[config.mk]
export PLATFORM = sky130hd
export DESIGN_NAME = lidar_beam_to_point
export DESIGN_NICKNAME = d
export VERILOG_FILES = /design/src/hdl/lbp_pkg.sv /design/src/hdl/lbp_mul.sv /design/src/hdl/lbp_cordic.sv /design/src/hdl/lidar_beam_to_point.sv
export SDC_FILE = /design/constraint.sdc
export NUM_CORES = 2
export LEC_CHECK = 0
export BUFFER_PORTS_ARGS = -buffer_cell sky130_fd_sc_hd__buf_2
export CAP_MARGIN = 20
export CORE_MARGIN = 2
export CORE_UTILIZATION = 25
export DETAILED_ROUTE_END_ITERATION = 8
export RECOVER_POWER = 25
export SLEW_MARGIN = 20
export SYNTH_ARGS = -nofsm -noshare
export SYNTH_HDL_FRONTEND = slang
export SYNTH_SLANG_ARGS = --single-unit
[constraint.sdc]
create_clock -name clk -period 27.1 [get_ports clk]
set_input_delay 0 -clock clk [delete_from_list [all_inputs] [get_ports clk]]
set_output_delay 0 -clock clk [all_outputs]
set_load 0.02 [all_outputs]
[src/hdl/lbp_pkg.sv]
// Shared types, constants and tables for the lidar beam-to-point block.
// No dependencies; used by every module under hdl/.
package lbp_pkg;

    localparam int MAX_BEAMS_DEF    = 4096;
    localparam int CORDIC_STEPS_DEF = 24;

    // field widths fixed by the interface
    localparam int RANGE_W  = 24;
    localparam int ANGLE_W  = 32;
    localparam int XY_W     = 25;
    localparam int VAR_W    = 32;
    localparam int BEAMNO_W = 12;
    localparam int KEEP_W   = 16;
    localparam int CFG_W    = 32;
    localparam int CFG_IDX_W = 3;
    localparam int MUL_W    = 32;
    localparam int XINIT_W  = 40;

    // CORDIC gain 1/K as Q0.32
    localparam logic [31:0] GAIN_Q32 = 32'h9B74_EDA8;
    localparam logic [23:0] XY_LIMIT = 24'hFF_FFFF;

    // arctan(2^-i) in binary angle units
    localparam logic [31:0] ATAN_BAM [32] = '{
        32'h20000000, 32'h12E4051E, 32'h09FB385B, 32'h051111D4, 32'h028B0D43,
        32'h0145D7E1, 32'h00A2F61E, 32'h00517C55, 32'h0028BE53, 32'h00145F2F,
        32'h000A2F98, 32'h000517CC, 32'h00028BE6, 32'h000145F3, 32'h0000A2FA,
        32'h0000517D, 32'h000028BE, 32'h0000145F, 32'h00000A30, 32'h00000518,
        32'h0000028C, 32'h00000146, 32'h000000A3, 32'h00000051, 32'h00000029,
        32'h00000014, 32'h0000000A, 32'h00000005, 32'h00000003, 32'h00000001,
        32'h00000001, 32'h00000000
    };

    typedef enum logic [CFG_IDX_W-1:0] {
        REG_ANGLE_START    = 3'd0,
        REG_ANGLE_STEP     = 3'd1,
        REG_RANGE_FLOOR    = 3'd2,
        REG_RANGE_CEILING  = 3'd3,
        REG_RANGE_NOISE_SQ = 3'd4,
        REG_ANGLE_NOISE_SQ = 3'd5,
        REG_SCAN_KEEP      = 3'd6
    } lbp_reg_idx_t;

    typedef enum logic [3:0] {
        S_IDLE,
        S_ANG,
        S_GAIN,
        S_R2,
        S_HI,
        S_LO,
        S_TERM,
        S_VAR,
        S_WAIT,
        S_OUT
    } lbp_state_t;

    typedef enum logic [1:0] {
        C_IDLE,
        C_RUN,
        C_ROUND,
        C_DONE
    } lbp_rot_state_t;

    typedef struct packed {
        logic                      start;
        logic [XINIT_W-1:0]        x_init;   // gain-scaled range, Q24.16
        logic [ANGLE_W-1:0]        angle;
    } lbp_rot_req_t;

    typedef struct packed {
        logic                      done;
        logic signed [XY_W-1:0]    x;
        logic signed [XY_W-1:0]    y;
    } lbp_rot_rsp_t;

endpackage

[src/hdl/lbp_mul.sv]
// Shared 32x32 unsigned multiplier with a registered product.
// Depends on lbp_pkg for operand width.
module lbp_mul
(
    input  logic                           clk,
    input  logic [lbp_pkg::MUL_W-1:0]      a,
    input  logic [lbp_pkg::MUL_W-1:0]      b,
    output logic [2*lbp_pkg::MUL_W-1:0]    product
);

    logic [2*lbp_pkg::MUL_W-1:0] product_reg;

    always_ff @(posedge clk)
    begin
        product_reg <= {{lbp_pkg::MUL_W{1'b0}}, a} * {{lbp_pkg::MUL_W{1'b0}}, b};
    end

    assign product = product_reg;

endmodule

[src/hdl/lbp_cordic.sv]
// Iterative rotation-mode CORDIC, one micro-rotation per cycle, then round and clamp.
// Depends on lbp_pkg for the arctangent table, request/response structs and state enum.
module lbp_cordic
#(
    parameter int CORDIC_STEPS = lbp_pkg::CORDIC_STEPS_DEF
)
(
    input  logic                  clk,
    input  logic                  rst_n,
    input  lbp_pkg::lbp_rot_req_t req,
    output lbp_pkg::lbp_rot_rsp_t rsp
);

    localparam int XW = 42;
    localparam int ZW = 34;
    localparam logic [4:0] LAST_ITER = 5'(CORDIC_STEPS - 1);
    localparam logic signed [XW-1:0] LIM_POS = XW'(lbp_pkg::XY_LIMIT);
    localparam logic signed [XW-1:0] LIM_NEG = -XW'(lbp_pkg::XY_LIMIT);

    lbp_pkg::lbp_rot_state_t state_reg, state_next;

    logic signed [XW-1:0] x_reg, y_reg;
    logic signed [ZW-1:0] z_reg;
    logic [4:0]           iter_reg;
    logic signed [lbp_pkg::XY_W-1:0] xo_reg, yo_reg;

    logic                 flip;
    logic [31:0]          ang_fold;
    logic signed [XW-1:0] x_start;
    logic signed [XW-1:0] dx, dy, x_step, y_step;
    logic signed [ZW-1:0] atan_z, z_step;

    function automatic logic signed [lbp_pkg::XY_W-1:0] round_clamp(
        input logic signed [XW-1:0] v);
        logic signed [XW-1:0] r;
        logic signed [XW-1:0] s;
        logic signed [XW-1:0] c;
        r = v + XW'(32768);
        s = r >>> 16;
        if (s > LIM_POS)
            c = LIM_POS;
        else if (s < LIM_NEG)
            c = LIM_NEG;
        else
            c = s;
        return c[lbp_pkg::XY_W-1:0];
    endfunction

    // fold the second and third quadrants by half a turn
    always_comb
    begin
        flip     = (req.angle[31:30] == 2'b01) || (req.angle[31:30] == 2'b10);
        ang_fold = flip ? (req.angle ^ 32'h8000_0000) : req.angle;
        x_start  = flip ? -$signed({2'b00, req.x_init}) : $signed({2'b00, req.x_init});
    end

    always_comb
    begin
        dx     = y_reg >>> iter_reg;
        dy     = x_reg >>> iter_reg;
        atan_z = $signed({2'b00, lbp_pkg::ATAN_BAM[iter_reg]});
        if (!z_reg[ZW-1])
        begin
            x_step = x_reg - dx;
            y_step = y_reg + dy;
            z_step = z_reg - atan_z;
        end
        else
        begin
            x_step = x_reg + dx;
            y_step = y_reg - dy;
            z_step = z_reg + atan_z;
        end
    end

    always_ff @(posedge clk or negedge rst_n)
    begin
        if (!rst_n)
            state_reg <= lbp_pkg::C_IDLE;
        else
            state_reg <= state_next;
    end

    always_comb
    begin
        state_next = state_reg;
        unique case (state_reg)
            lbp_pkg::C_IDLE:  if (req.start) state_next = lbp_pkg::C_RUN;
            lbp_pkg::C_RUN:   if (iter_reg == LAST_ITER) state_next = lbp_pkg::C_ROUND;
            lbp_pkg::C_ROUND: state_next = lbp_pkg::C_DONE;
            lbp_pkg::C_DONE:  if (req.start) state_next = lbp_pkg::C_RUN;
            default:          state_next = lbp_pkg::C_IDLE;
        endcase
    end

    always_ff @(posedge clk)
    begin
        if (req.start && state_reg != lbp_pkg::C_RUN)
        begin
            x_reg    <= x_start;
            y_reg    <= '0;
            z_reg    <= {{2{ang_fold[31]}}, ang_fold};
            iter_reg <= '0;
        end
        else if (state_reg == lbp_pkg::C_RUN)
        begin
            x_reg    <= x_step;
            y_reg    <= y_step;
            z_reg    <= z_step;
            iter_reg <= iter_reg + 5'd1;
        end
        if (state_reg == lbp_pkg::C_ROUND)
        begin
            xo_reg <= round_clamp(x_reg);
            yo_reg <= round_clamp(y_reg);
        end
    end

    assign rsp.done = (state_reg == lbp_pkg::C_DONE);
    assign rsp.x    = xo_reg;
    assign rsp.y    = yo_reg;

endmodule

[src/hdl/lidar_beam_to_point.sv]
// Lidar beam to point: gates each beam's range, drops decimated scans and turns
// hits into x/y through an iterative CORDIC, with a variance from one shared
// 32x32 multiplier that the sequencer also uses for the beam angle and CORDIC
// gain. Items are taken one at a time: a beam of a skipped scan is only counted,
// a miss passes the angle, gain and output states, and a hit also runs the variance
// states and waits on the one-step-per-cycle CORDIC loop. A finished result waits in
// an output register, so the next beam is taken while the previous one stalls.
// Depends on lbp_pkg, lbp_mul and lbp_cordic.
module lidar_beam_to_point
#(
    parameter int MAX_BEAMS    = lbp_pkg::MAX_BEAMS_DEF,
    parameter int CORDIC_STEPS = lbp_pkg::CORDIC_STEPS_DEF
)
(
    input  logic                                 clk,
    input  logic                                 rst_n,

    input  logic                                 cfg_write,
    input  logic [lbp_pkg::CFG_IDX_W-1:0]        cfg_index,
    input  logic [lbp_pkg::CFG_W-1:0]            cfg_data,

    input  logic                                 in_valid,
    output logic                                 in_stall,
    input  logic [lbp_pkg::RANGE_W-1:0]          sample_range,
    input  logic                                 not_finite,
    input  logic                                 scan_start,

    output logic                                 out_valid,
    input  logic                                 out_stall,
    output logic                                 hit,
    output logic signed [lbp_pkg::ANGLE_W-1:0]   beam_angle,
    output logic [lbp_pkg::RANGE_W-1:0]          ray_range,
    output logic signed [lbp_pkg::XY_W-1:0]      point_x,
    output logic signed [lbp_pkg::XY_W-1:0]      point_y,
    output logic [lbp_pkg::VAR_W-1:0]            point_variance,
    output logic [lbp_pkg::BEAMNO_W-1:0]         beam_number
);

    localparam int BW = $clog2(MAX_BEAMS);
    localparam logic [BW-1:0] BEAM_LAST = BW'(MAX_BEAMS - 1);
    localparam int MW = lbp_pkg::MUL_W;

    // configuration
    logic [31:0] angle_start_reg, angle_step_reg;
    logic [23:0] range_floor_reg, range_ceiling_reg;
    logic [31:0] range_noise_sq_reg, angle_noise_sq_reg;
    logic [15:0] scan_keep_reg;

    // scan state
    logic [BW-1:0] beam_index_reg, beam_index_next;
    logic [15:0]   scan_counter_reg, scan_counter_next;
    logic          scan_kept_reg, scan_kept_next;

    lbp_pkg::lbp_state_t state_reg, state_next;

    // item and working registers
    logic [23:0]   r_reg;
    logic          hit_reg;
    logic [BW-1:0] cur_reg;
    logic [31:0]   angle_reg;
    logic [23:0]   lo_reg;
    logic [55:0]   hiprod_reg;
    logic [32:0]   term_reg;
    logic [31:0]   var_reg;

    // output register
    logic        out_valid_reg, out_valid_next;
    logic        o_hit_reg;
    logic [31:0] o_angle_reg;
    logic [23:0] o_range_reg;
    logic signed [24:0] o_x_reg, o_y_reg;
    logic [31:0] o_var_reg;
    logic [11:0] o_beam_reg;

    logic in_xfer, out_xfer, load_out;
    logic [MW-1:0]   mul_a, mul_b;
    logic [2*MW-1:0] mul_p;
    logic [31:0]     cur_ext;
    logic [15:0]     keep_eff;
    logic [16:0]     cnt_inc;
    logic            in_hit;
    logic [31:0]     sr2;
    logic [33:0]     var_sum;

    lbp_pkg::lbp_rot_req_t rot_req;
    lbp_pkg::lbp_rot_rsp_t rot_rsp;

    lbp_mul u_mul
    (
        .clk     (clk),
        .a       (mul_a),
        .b       (mul_b),
        .product (mul_p)
    );

    lbp_cordic #(.CORDIC_STEPS(CORDIC_STEPS)) u_cordic
    (
        .clk   (clk),
        .rst_n (rst_n),
        .req   (rot_req),
        .rsp   (rot_rsp)
    );

    assign in_stall = (state_reg != lbp_pkg::S_IDLE);
    assign in_xfer  = in_valid && !in_stall;
    assign out_xfer = out_valid_reg && !out_stall;
    assign cur_ext  = 32'(cur_reg);

    // configuration writes
    always_ff @(posedge clk or negedge rst_n)
    begin
        if (!rst_n)
        begin
            angle_start_reg    <= '0;
            angle_step_reg     <= '0;
            range_floor_reg    <= '0;
            range_ceiling_reg  <= 24'hFF_FFFF;
            range_noise_sq_reg <= 32'd1;
            angle_noise_sq_reg <= '0;
            scan_keep_reg      <= 16'd1;
        end
        else if (cfg_write)
        begin
            unique case (cfg_index)
                lbp_pkg::REG_ANGLE_START:    angle_start_reg    <= cfg_data;
                lbp_pkg::REG_ANGLE_STEP:     angle_step_reg     <= cfg_data;
                lbp_pkg::REG_RANGE_FLOOR:    range_floor_reg    <= cfg_data[23:0];
                lbp_pkg::REG_RANGE_CEILING:  range_ceiling_reg  <= cfg_data[23:0];
                lbp_pkg::REG_RANGE_NOISE_SQ: range_noise_sq_reg <= cfg_data;
                lbp_pkg::REG_ANGLE_NOISE_SQ: angle_noise_sq_reg <= cfg_data;
                lbp_pkg::REG_SCAN_KEEP:      scan_keep_reg      <= cfg_data[15:0];
                default: ;
            endcase
        end
    end

    // scan decimation and beam numbering
    always_comb
    begin
        keep_eff          = (scan_keep_reg == '0) ? 16'd1 : scan_keep_reg;
        cnt_inc           = {1'b0, scan_counter_reg} + 17'd1;
        scan_counter_next = scan_counter_reg;
        scan_kept_next    = scan_kept_reg;
        beam_index_next   = beam_index_reg;
        if (in_xfer)
        begin
            if (scan_start)
            begin
                scan_kept_next    = (scan_counter_reg == '0);
                scan_counter_next = (cnt_inc >= {1'b0, keep_eff}) ? '0 : cnt_inc[15:0];
                beam_index_next   = '0;
            end
            if (beam_index_next < BEAM_LAST)
                beam_index_next = beam_index_next + BW'(1);
        end
    end

    always_ff @(posedge clk or negedge rst_n)
    begin
        if (!rst_n)
        begin
            beam_index_reg   <= '0;
            scan_counter_reg <= '0;
            scan_kept_reg    <= 1'b1;
        end
        else
        begin
            beam_index_reg   <= beam_index_next;
            scan_counter_reg <= scan_counter_next;
            scan_kept_reg    <= scan_kept_next;
        end
    end

    assign in_hit = !not_finite && (sample_range >= range_floor_reg)
                    && (sample_range <= range_ceiling_reg);

    // sequencer
    always_ff @(posedge clk or negedge rst_n)
    begin
        if (!rst_n)
            state_reg <= lbp_pkg::S_IDLE;
        else
            state_reg <= state_next;
    end

    always_comb
    begin
        state_next     = state_reg;
        mul_a          = '0;
        mul_b          = '0;
        rot_req.start  = 1'b0;
        rot_req.x_init = mul_p[55:16];
        rot_req.angle  = angle_reg;
        load_out       = 1'b0;
        unique case (state_reg)
            lbp_pkg::S_IDLE:
            begin
                if (in_xfer && scan_kept_next)
                    state_next = lbp_pkg::S_ANG;
            end
            lbp_pkg::S_ANG:
            begin
                mul_a      = cur_ext;
                mul_b      = angle_step_reg;
                state_next = lbp_pkg::S_GAIN;
            end
            lbp_pkg::S_GAIN:
            begin
                mul_a      = 32'(r_reg);
                mul_b      = lbp_pkg::GAIN_Q32;
                state_next = hit_reg ? lbp_pkg::S_R2 : lbp_pkg::S_OUT;
            end
            lbp_pkg::S_R2:
            begin
                rot_req.start = 1'b1;
                mul_a         = 32'(r_reg);
                mul_b         = 32'(r_reg);
                state_next    = lbp_pkg::S_HI;
            end
            lbp_pkg::S_HI:
            begin
                mul_a      = 32'(mul_p[47:24]);
                mul_b      = angle_noise_sq_reg;
                state_next = lbp_pkg::S_LO;
            end
            lbp_pkg::S_LO:
            begin
                mul_a      = 32'(lo_reg);
                mul_b      = angle_noise_sq_reg;
                state_next = lbp_pkg::S_TERM;
            end
            lbp_pkg::S_TERM: state_next = lbp_pkg::S_VAR;
            lbp_pkg::S_VAR:  state_next = lbp_pkg::S_WAIT;
            lbp_pkg::S_WAIT:
            begin
                if (rot_rsp.done)
                    state_next = lbp_pkg::S_OUT;
            end
            lbp_pkg::S_OUT:
            begin
                if (!out_valid_reg || !out_stall)
                begin
                    load_out   = 1'b1;
                    state_next = lbp_pkg::S_IDLE;
                end
            end
            default: state_next = lbp_pkg::S_IDLE;
        endcase
    end

    assign sr2     = (range_noise_sq_reg == '0) ? 32'd1 : range_noise_sq_reg;
    assign var_sum = {1'b0, term_reg} + 34'(sr2);

    // working registers
    always_ff @(posedge clk)
    begin
        if (in_xfer)
        begin
            r_reg   <= sample_range;
            hit_reg <= in_hit;
            cur_reg <= scan_start ? '0 : beam_index_reg;
        end
        if (state_reg == lbp_pkg::S_GAIN)
            angle_reg <= angle_start_reg + mul_p[31:0];
        if (state_reg == lbp_pkg::S_HI)
            lo_reg <= mul_p[23:0];
        if (state_reg == lbp_pkg::S_LO)
            hiprod_reg <= mul_p[55:0];
        if (state_reg == lbp_pkg::S_TERM)
            term_reg <= 33'((57'(hiprod_reg) + 57'(mul_p[55:24])) >> 24);
        if (state_reg == lbp_pkg::S_VAR)
            var_reg <= var_sum[33:32] != 2'b00 ? 32'hFFFF_FFFF : var_sum[31:0];
    end

    // output register
    always_comb
    begin
        out_valid_next = out_valid_reg;
        if (load_out)
            out_valid_next = 1'b1;
        else if (out_xfer)
            out_valid_next = 1'b0;
    end

    always_ff @(posedge clk or negedge rst_n)
    begin
        if (!rst_n)
            out_valid_reg <= 1'b0;
        else
            out_valid_reg <= out_valid_next;
    end

    always_ff @(posedge clk)
    begin
        if (load_out)
        begin
            o_hit_reg   <= hit_reg;
            o_angle_reg <= angle_reg;
            o_range_reg <= hit_reg ? r_reg : range_ceiling_reg;
            o_x_reg     <= hit_reg ? rot_rsp.x : '0;
            o_y_reg     <= hit_reg ? rot_rsp.y : '0;
            o_var_reg   <= hit_reg ? var_reg : '0;
            o_beam_reg  <= cur_ext[11:0];
        end
    end

    assign out_valid      = out_valid_reg;
    assign hit            = o_hit_reg;
    assign beam_angle     = o_angle_reg;
    assign ray_range      = o_range_reg;
    assign point_x        = o_x_reg;
    assign point_y        = o_y_reg;
    assign point_variance = o_var_reg;
    assign beam_number    = o_beam_reg;

    // a new result only comes out of the output state
    a_out_from_seq: assert property (@(posedge clk) disable iff (!rst_n)
        $rose(out_valid_reg) |-> $past(state_reg == lbp_pkg::S_OUT))
        else $error("result appeared outside the output state");

    // misses carry no point and no variance
    a_miss_zero: assert property (@(posedge clk) disable iff (!rst_n)
        (out_valid_reg && !o_hit_reg) |->
            (o_x_reg == '0 && o_y_reg == '0 && o_var_reg == '0))
        else $error("miss result with nonzero point data");

    // hits always have a nonzero variance
    a_hit_var: assert property (@(posedge clk) disable iff (!rst_n)
        (out_valid_reg && o_hit_reg) |-> (o_var_reg != '0))
        else $error("hit result with zero variance");

    // the beam counter saturates at the last beam
    a_beam_sat: assert property (@(posedge clk) disable iff (!rst_n)
        beam_index_reg <= BEAM_LAST)
        else $error("beam index beyond its limit");

    // the rotation is never restarted while the sequencer waits on it
    a_rot_hold: assert property (@(posedge clk) disable iff (!rst_n)
        (state_reg == lbp_pkg::S_WAIT) |-> !rot_req.start)
        else $error("rotation restarted while waiting for it");

endmodule
# Word-level counts from Yosys, hierarchy flattened
# Memory sizes are Yosys's and may differ from the RTL's.
# Index checks and enable logic that the tools add are counted.
[totals] reg_bits=822 mem_count=1 mem_bits_ro=1024
[memory_table] name="(no name shown)" depth=32 word_bits=32 rd=1 rd_ports_with_merged_regs=0 wr=0 line="lbp_cordic.sv:61" source="atan_z = $signed({2'b00, lbp_pkg::ATAN_BAM[iter_reg]});"
[op_classes] shifts=2 magnitude_cmp=9 eq_ne=27 addsub=15 multipliers=1 n_bitwise=2 muxes=37 reduce_logical=37
[ops] operator="2-to-1 mux 42 bit" count=5
[ops] operator="2-to-1 mux 32 bit" count=4
[ops] operator="case mux 32 bit (4 select lines)" count=1
[ops] operator="2-to-1 mux 34 bit" count=3
[ops] operator="case mux 24 bit (4 select lines)" count=1
[ops] operator="adder 42 x 17 -> 42 bit, second input constant" count=2
[ops] operator="adder 42 bit" count=2
[ops] operator=">>> shifter 42 x 5 -> 42 bit" count=2
[ops] operator="subtractor 42 bit" count=2
[ops] operator="adder 56 x 32 -> 57 bit" count=1
[ops] operator="multiplier 24 x 32 -> 56 bit" count=1
[ops] operator="greater-than comparator 26 x 25 -> 1 bit, second input constant" count=2
[ops] operator="< comparator 26 x 25 -> 1 bit, second input constant" count=2
[ops] operator="2-to-1 mux 25 bit" count=2
[ops] operator="negation 40 -> 42 bit" count=1
[ops] operator="case mux 4 bit (10 select lines)" count=1
[ops] operator="2-to-1 mux 12 bit" count=3
[ops] operator="adder 33 x 32 -> 34 bit" count=1
[ops] operator="adder 34 x 33 -> 34 bit" count=1
[ops] operator="subtractor 34 x 33 -> 34 bit" count=1
[ops] operator="adder 32 bit" count=1
[ops] operator="logical NOT 16 bit" count=2
[ops] operator="logical NOT 32 bit" count=1
[ops] operator="2-to-1 mux 16 bit" count=2
[ops] operator="38 further kinds" count=86

# Logic depth before layout (Yosys ltp)
[logic_depth] depth_word=8 mapped_depth=36

# Modules after synthesis
# A second synthesis with hierarchy kept.
[unflattened] cells_unflattened=9177 hier_area_um2=88378.5
[by_module_without_submodules] module="lbp_mul" instances=1 area_each_um2=35062.4 seq_area_each_um2=1281.2 cells_per_inst=3852
[by_module_without_submodules] module="lidar_beam_to_point" instances=1 area_each_um2=28670.0 seq_area_each_um2=16649.7 cells_per_inst=2316
[by_module_without_submodules] module="lbp_cordic" instances=1 area_each_um2=24646.1 seq_area_each_um2=4774.6 cells_per_inst=3009

# Least setup slack after synthesis
# No wires, ideal clock.
[synth_path] kind="register -> register" from="register state_reg[3]" to="register u_mul.product_reg, in the netlist u_mul.product[53]" path_buffers=4 slack_ns=16.662 stages_incl_launch_ff=35 arrival_ns=10.314 setup_ns=0.123 cell_sequence="dfrtp_1 -> clkbuf_1 -> nand2b_1 -> nor2_1 -> clkbuf_1 -> buf_1 -> a22oi_1 -> nand2_1 -> clkbuf_1 -> nand2_1 -> fa_1 -> inv_1 -> fa_1 -> inv_1 -> fa_1 -> inv_1 -> fa_1 -> fa_1 -> fa_1 -> inv_1 -> fa_1 -> inv_1 -> ha_1 -> a21o_1 -> a21o_1 -> a21oi_1 -> o221ai_1 -> a21oi_1 -> a21oi_1 -> o41a_1 -> a41oi_1 -> nor2b_1 -> o21ai_0 -> o21ai_0 -> a21oi_1"
[synth_via] elab_chain_cells=4
[synth_rtl] item="start, declared" line="lidar_beam_to_point.sv:54" source="lbp_pkg::lbp_state_t state_reg, state_next;"
[synth_rtl] item="start signal, assigned" line="lidar_beam_to_point.sv:181" source="state_reg <= lbp_pkg::S_IDLE;"
[synth_rtl] item="start signal, assigned" line="lidar_beam_to_point.sv:183" source="state_reg <= state_next;"
[synth_rtl] item="== test 4 x 2 -> 1 bit or == test 4 x 3 -> 1 bit (tied branches)" line="lidar_beam_to_point.sv:195" source="unique case (state_reg)"
[synth_rtl] item="OR reduction 2 bit (no source line)"
[synth_rtl] item="case mux 24 bit (4 select lines) or case mux 32 bit (4 select lines) (tied branches)" line="lidar_beam_to_point.sv:195"
[synth_rtl] item="multiplier 24 x 32 -> 56 bit (*)" line="lbp_mul.sv:15" source="product_reg <= {{lbp_pkg::MUL_W{1'b0}}, a} * {{lbp_pkg::MUL_W{1'b0}}, b};"
[synth_rtl] item="end signal, assigned" line="lbp_mul.sv:15"
[synth_rtl] item="end, declared" line="lbp_mul.sv:11" source="logic [2*lbp_pkg::MUL_W-1:0] product_reg;"
# Every way passes the cells marked *; elsewhere a longest branch is shown, timed or not.
# A chain may end at the register's enable or synchronous reset.

# Worst setup path after layout
# Same ends and word-level chain as after synthesis.

==> impl_results.md <==
* Status: finished, violations left
* Violated checks: capacitance limit, slew limit
* Fmax at between 90 and 100 MHz
* Initial antenna violation count at 29
* Mapped Cells at around 8000
* Clk root buf: clkbuf_16
* Worst-skew pair later-pin latency at 0.73 ns
* WL final at around 260000 µm
* CTS sink cnt at between 800 and 900
* First-pass DRT Iterations at 6
* DP Wirelength at between 150000 and 200000 µm
* Synth top cells by count: nand2_1, inv_1, fa_1
* Initial Util at 25.1%
* Vias/cell at around 4.9
* Async SR Flop Fraction at between 20% and 30%
* Final setup vio count at 0
* Area grow syn2layout at 12.1%
* Post-Syn Area at about 0.077 mm²
* Vias at about 61000
* Setup CP Type: flop to flop
* Syn_nets at 9238
* Seq/Total Area, Yosys at around 29%
* Total track usage at around 16%
* Post-synth top area cell: edfxtp_1
* Htree depth at 3
* Die height at approximately 560 µm
* Wirelength per Cell at 21.1 µm
* Max-slew headroom at -303%
* RSZ-0062 raised after global routing: false
* Cell row count at 203
* Setup_tns at 0 ns
* # IOs at ~220
* Most common cell on crit path: fa_1
* IO buf count at between 200 and 250
* Fraction of layout cells with a size suffix above 1 at ~10%
* Maximum clock path buffer count at 3
* GRT overflow at 0
* Syn. warnings at 0
* Worst hold path type: primary input to flop
* Final Hold Fails at 0
* Crit-path slowest cell: nor2_4
* Crit-path max cell delay at roughly 0.84 ns
* First-pass GRT wire length at roughly 380000 µm
* Ys flop type: edfxtp_1
* Worst Skew at between 0.06 and 0.07 ns
* DRT iter0 DRCs at just under 6000
* Least-Margin Pin Slew at 6.05 ns
* Max Cap Viol at 6
* Full die area at 0.311 mm²
* Arr. time, crit path at about 11 ns
* Vias in the first global route at about 59000
* Most common cell in the netlist: nand2_1
* Post-synth cell types at a little under 100
* Clk pin slew, worst setup/hold paths at about 0.06 ns
* Core Box Area at between 0.3 and 0.4 mm²
* Synth area leaders: edfxtp_1, fa_1, ha_1
* CTS Buf Count at 86
* CP startpoint kind: flop
* # DRC at 0
* Max-slew violations at ~270
* Largest net degree at the start of global routing at 100
* Post-synth EDFFs at a little under 500
* CTS tree: done
* Die Wd at 558 µm
* Routed Antenna Nets at 0
* Final cycle utilization of the critical path at 38.8%
* Top cell type's share of synthesized area at about a fifth
* Data required, critical path at 27.68 ns
* Worst Setup End Kind: flop
* Min Tclk post-route at between 10 and 15 ns
* Gpl congestion at around 0.96
* #FFs+latches synth at slightly above 800
* Postcts setup bufs at 0
* CP Max Fanout at 47
* # nets final at 9315
* Avg Inst Size Synth at roughly 9.5 µm²
[worst max-delay path: cells and delay by family (launching register included)]
kind                       cells  cell delay [ns]
AOI/OAI and AO/OA             12             2.89
adders and majority gates      8             4.02
buffers and inverters          7             1.31
DFF                            1             0.48
and+or+nand+nor                5             1.68
[metrics by stage]
stage	util (%)	setup slack (ns)	hold slack [ns]	cells	cell area (µm²)
after floorplan	-	16.66	-0.296	8035	76700
after global placement	26.9	16.78	0.167	12100	82300
after detailed placement	26.9	16.71	0.173	12100	82300
after CTS	28.2	16.70	0.0124	12300	86100
after global routing	28.1	16.03	0.109	12300	86000
final	28.1	16.57	0.125	12300	86000
[placed cells by master, fill, tap and decap left out, types with 68 or more instances in the layout]
cell / instances
nor2_1: 621
a21o_1: 144
o21ai_0: 347
nand2_1: 974
nand3_1: 117
clkbuf_1: 87
dfrtp_1: 201
mux2_2: 221
mux4_2: 86
edfxtp_1: 491
fa_1: 663
clkbuf_16: 86
xor2_1: 166
ha_1: 472
inv_1: 945
nand2b_1: 79
nor3_1: 83
xnor2_1: 285
buf_2: 167
a21oi_1: 400
dlygate4sd3_1: 71
a31oi_1: 68
and2_1: 153
mux2i_1: 88
buf_4: 118
nor2b_1: 72
dfxtp_1: 98
[cell type report]
cell class | count | area, µm²
clock buffer | 105 | 2270
timing repair buffer | 429 | 2710
inverter | 949 | 3570
tap | 4100 | 5130
multi-input combinational | 5824 | 48900
antenna | 10 | 25.0
clock inverter | 57 | 793
sequential | 822 | 22600
fill | 32200 | 220000
[metal layers]
layer	global-route usage [%]	wire (µm)	up-vias
met4	6.20	10700	12
li1	-	-	27400
met5	0	76	-
met3	3.96	25900	511
met2	24.7	112000	2790
met1	22.2	111000	30100
[final timing paths]
path	cells after the start	slack [ns]	from	endpoint
setup / recovery	32	16.57	state_reg[3]	u_mul.product[53]
hold / removal	4	0.12	out_stall	out_valid
setup reg to reg	32	16.57	state_reg[3]	u_mul.product[53]
hold reg to reg	2	0.46	u_cordic.y_reg[0]	u_cordic.y_reg[0]
max in group asynchronous	4	20.93	rst_n	beam_index_reg[0]
min in group asynchronous	3	2.69	rst_n	beam_index_reg[9]
[cell families after synthesis]
| logic type | count (synthesis) | synth area share [%] |
|---|---|---|
| compound gates | 1462 | 12.3 |
| xor+xnor | 454 | 5.19 |
| fa+ha+maj | 1137 | 25.0 |
| buf+inv | 1389 | 7.01 |
| flops | 822 | 29.4 |
| mux | 400 | 7.09 |
| simple gates | 2371 | 14.0 |
[timing repair]
item,CTS,global route
setup endpoints to repair,0,0
hold buffers,71,0
hold endpoints to repair,364,0
resized for setup,0,0
Power is left out: the tool's default activity adds up to more than one toggle a clock period on the data nets, which glitch-free logic cannot reach.
